$ cat src/sv/apr_pkg.sv
// Package for the AABB pushback resolver: sizes, the queued transaction type
// and the per-axis result type. Used by every module of the block; no dependencies.
package apr_pkg;
   localparam int Entries = 64;
   localparam int IdxW = 6;
   localparam int CntW = 7;
   localparam int PosW = 32;
   localparam int SizeW = 31;
   localparam int SumW = 40;

   localparam logic ModeWrite = 1'b0;
   localparam logic ModeQuery = 1'b1;

   typedef struct packed {
      logic                   mode;
      logic [IdxW-1:0]        idx;
      logic signed [PosW-1:0] px;
      logic signed [PosW-1:0] py;
      logic signed [PosW-1:0] pz;
      logic [SizeW-1:0]       sx;
      logic [SizeW-1:0]       sy;
      logic [SizeW-1:0]       sz;
      logic                   col;
   } item_type;

   typedef struct packed {
      logic                   hit;
      logic [PosW+1:0]        pen;
      logic                   neg;
   } axis_type;
endpackage

$ cat src/sv/apr_front.sv
// Front part of the AABB pushback resolver: a two-entry queue holding accepted
// transactions until the back part takes them. Depends on apr_pkg.
module apr_front (
   input  logic              clock,
   input  logic              reset,
   input  logic              in_valid,
   output logic              in_ready,
   input  apr_pkg::item_type in_item,
   output logic              out_valid,
   input  logic              out_ready,
   output apr_pkg::item_type out_item
);
   apr_pkg::item_type q_ff [2];
   logic [1:0] cnt_ff;
   logic rd_ff, wr_ff;
   logic push, pop;

   assign in_ready  = cnt_ff != 2'd2;
   assign out_valid = cnt_ff != 2'd0;
   assign out_item  = q_ff[rd_ff];
   assign push = in_valid && in_ready;
   assign pop  = out_valid && out_ready;

   always_ff @(posedge clock) begin
      if (push) begin
         q_ff[wr_ff] <= in_item;
      end
      if (reset) begin
         cnt_ff <= 2'd0;
         rd_ff <= 1'b0;
         wr_ff <= 1'b0;
      end else begin
         if (push) wr_ff <= ~wr_ff;
         if (pop) rd_ff <= ~rd_ff;
         cnt_ff <= cnt_ff + {1'b0, push} - {1'b0, pop};
      end
   end
endmodule

$ cat config.mk
export PLATFORM = sky130hd
export DESIGN_NAME = apr_front
export DESIGN_NICKNAME = d
export VERILOG_FILES = /design/src/sv/apr_pkg.sv /design/src/sv/apr_front.sv
export SDC_FILE = /design/constraint.sdc
export NUM_CORES = 1
export LEC_CHECK = 0
export ABC_CLOCK_PERIOD_IN_PS = 10300
export BUFFER_PORTS_ARGS = -buffer_cell sky130_fd_sc_hd__buf_2
export CAP_MARGIN = 20
export CORE_ASPECT_RATIO = 0.5
export CORE_MARGIN = 5
export CORE_UTILIZATION = 30
export CTS_CLUSTER_DIAMETER = 30
export DETAILED_ROUTE_END_ITERATION = 10
export MAX_ROUTING_LAYER = met4
export PLACE_DENSITY_LB_ADDON = 0.05
export SLEW_MARGIN = 10
export SYNTH_ARGS = -nofsm -noshare
export SYNTH_HDL_FRONTEND = slang
export SYNTH_SLANG_ARGS = --single-unit
$ cat constraint.sdc
create_clock -name clock -period 10.3 [get_ports clock]
set_input_delay 2.06 -clock clock [delete_from_list [all_inputs] [get_ports clock]]
set_output_delay 2.06 -clock clock [all_outputs]
set_load 0.05 [all_outputs]
==> results_dict.tcl <==
set metrics [dict create \
    grt_pass1_vias 8323 \
    insertion_delay_ns 0.56 \
    routed_wl_mm 36.01 \
    setup_viol 0 \
    yosysMostFrequentCell "edfxtp_1" \
    worst_slew_pin_slew_ns 1.163 \
    combPwrFrac 0.307 \
    reg2reg_from "cnt_ff[0]" \
    drc 0 \
    die_y_um 168.0 \
    met2_usage 0.2710 \
    worstPathArrival_ns 3.51 \
    synth_common_cells "edfxtp_1 (394), mux2_4 (130), mux2_2 (68), buf_6 (16), buf_2 (6)" \
    ctsHoldBuffers 0 \
    leakagePower_uw 0.007634 \
    fin_skew_ns 0.02210 \
    vias_per_cell 4.176 \
    worstPathRequired_ns 8.24 \
    yosys.area_share.simple 0.003593 \
    fin_tns_setup_ns 0 \
    regArea_sq_um 11940 \
    grt_overflow_total 0 \
    synth_largest_area_cell "edfxtp_1" \
    cap_viol_max_count 0 \
    post_cts_buffers 0 \
    intPower_uw 3955 \
    crit_type "flip-flop to primary output" \
    die_w_um 326.0 \
    fmax_mhz 179.7 \
    avgSynthCellArea_sq_um 23.51 \
    nets 1292 \
    fill_cells 4505 \
    place.gp.congestion 0.7195 \
    drv_slew 0 \
    synthCells 637 \
    synth_area_leaders "edfxtp_1 (79%), mux2_4 (13%), mux2_2 (5.1%)" \
    syn_nets 840 \
    synth_compound_area_frac 0.0005013 \
    core_area_sq_um 48920 \
    async_flop_share 0 \
    power_density_nw_per_um2 306.1 \
    r2r_setup_slack_ns 7.51 \
    antenna_left 0 \
    ctsHtreeMaxLevel 3 \
    yosys_register_bits 399 \
    netlist.area_leader.share 0.7900 \
    slowest_stage "buf_4" \
    power_frac_seq 0.347 \
    synthXorXnorAreaFrac 0.001755 \
    ios 400 \
    min_to "rd_ff" \
    slew_headroom 0.2245 \
    syn_area_sq_um 14980 \
    crit_fanout 135 \
    grt.busiest_layer "met2" \
    cts_buffers 67 \
    met1_usage 0.1118 \
    yosys.cell_types.count 17 \
    end_kind "primary output" \
    die_area_sq_um 54760 \
    hold_ws_ns 0.5119 \
    rr_endpoint "q_ff[0][87]" \
    hold_path.startpoint "rd_ff" \
    syn_to_final_growth_pct 32.53 \
    rsz0062_at_grt "false" \
    hold_viol_final 0 \
    avgRoutedWirePerCell_um 20.09 \
    synth_top_family_by_area "multiplexers" \
    cts_resized 0 \
    path_cells "buf_12 -> buf_4 -> mux2_2 -> buf_2" \
    final_core_util 0.4057 \
    clkSinkCount 399 \
    drtIter0Drc 337 \
    cts_max_path_buffers 3 \
    synth_fa_ha_area_frac 0.001671 \
    clk_pin_slew_worst_paths_ns 0.05 \
    holdCritPathClass "flip-flop to flip-flop" \
    fin_crit_ns 5.566 \
    grt_max_degree 136 \
    netSwitchingFraction 0.3489 \
    synth_ff_type "edfxtp_1" \
    critical_path.max_stage_delay_ns 0.87 \
    grt_pass1_wl_mm 51.98 \
    start_util 0.3061 \
    power_frac_clock 0.346 \
    io_buffer_count 399 \
    grt.total_usage 0.1318 \
    grt_use_met3 0.03666 \
    synth.area.mux_share 0.1815 \
    startpoint_type "flip-flop" \
    antenna_found_initial 3 \
    vias 7483 \
    cts_tree "yes" \
    multiInputGateArea_sq_um 2843 \
    ys_seq_area_frac 0.7967 \
    switchingPower_uw 2120 \
    outcome "complete, no violations" \
    synth-warning-count 0 \
    synth_edf_count 394 \
    period_share 0.5404 \
    hold_depth 2 \
    dr.pass1.iters 4 \
    dp_hpwl_mm 24.16 \
    irDropWorstVdd_uv 272.7 \
    cts-root-buf "clkbuf_16" \
    rr_worst_depth 5 \
    layout-drive-gt1-share 0.6228 \
    num_rows 57 \
]
layout by cell type (no fill, tap or decap):
cell type	n
nand2b_1	1
buf_4	3
clkinv_4	6
clkinv_2	8
nor2_4	1
clkbuf_16	71
o21a_1	1
diode_2	3
bufinv_16	3
clkinvlp_4	3
xor2_1	1
buf_12	3
mux2_2	68
clkinv_1	8
mux2_4	130
nor2b_1	2
buf_2	399
and3_4	1
edfxtp_1	394
nor2_1	4
inv_8	2
inv_1	1
dfxtp_1	4
clkbuf_1	9
clkbuf_8	2
or2_2	1
dfxtp_4	1
inv_6	8
xnor2_1	2
nand2_1	1
ha_1	2
per-stage QoR:
stage	area, sq um	std cells	setup slack [ns]	total power (uW)
detailed placement	17670	1669	5.356	4039
global placement	17670	1669	5.432	4031
floorplan	14980	637	2.543	3664
finish	19850	1792	4.734	6075
global route	19850	1792	4.573	6335
CTS	19840	1789	4.736	6197
flip-flops by register name (all words and copies together), names as in the netlist, named ones only:
signal  cells
q_ff      394
cnt_ff      2
rd_ff       1
wr_ff       1
power by group through the flow:
stage	combinational [uW]	clock, uW	sequential (uW)
floorplan	1510	0	2150
global placement	1900	0	2130
detailed placement	1900	0	2140
CTS	1900	2180	2110
global route	1950	2260	2120
finish	1870	2100	2110
logic make-up (layout without fill, tap and decap cells):
kind of cell    Yosys count  after routing
mux                     198            198
compound gates            1              1
simple gates             11             11
flops                   399            399
buf+inv                  23            526
xor+xnor                  3              3
fa+ha+maj                 2              2
other cells               0              3
layout make-up:
cell class | instances | area share
Sequential cell | 399 | 0.6014
Clock inverter | 38 | 0.01652
Multi-Input combinational cell | 215 | 0.1432
Inverter | 1 | 0.0001891
Clock buffer | 82 | 0.09261
Antenna cell | 3 | 0.0003783
Timing Repair Buffer | 405 | 0.1048
Tap cell | 649 | 0.04092
critical path: cells and delay by family, from the launching register on:
family                 cells  cell delay (ns)
buffers and inverters      3             1.66
DFF                        1             0.44
muxes                      1             0.41
routing by layer:
metal / up-vias / share of wire
li1: 3496 / -
met1: 3737 / 0.31
met2: 166 / 0.61
met3: 84 / 0.044
met4: 0 / 0.032
met5: - / 0
how the worst max path moves through the flow:
stage                          from     endpoint  slack [ns]  depth (start not counted)
after global placement    flip-flop  out_item[3]        5.43                          4
after floorplan            in_valid   q_ff[0][0]        2.54                          2
after global routing      flip-flop  out_item[3]        4.57                          4
after CTS                 flip-flop  out_item[3]        4.74                          4
after detailed placement  flip-flop  out_item[3]        5.36                          4
final                     flip-flop  out_item[3]        4.73                          4
No activity file was read; power rests on OpenSTA's default activity.
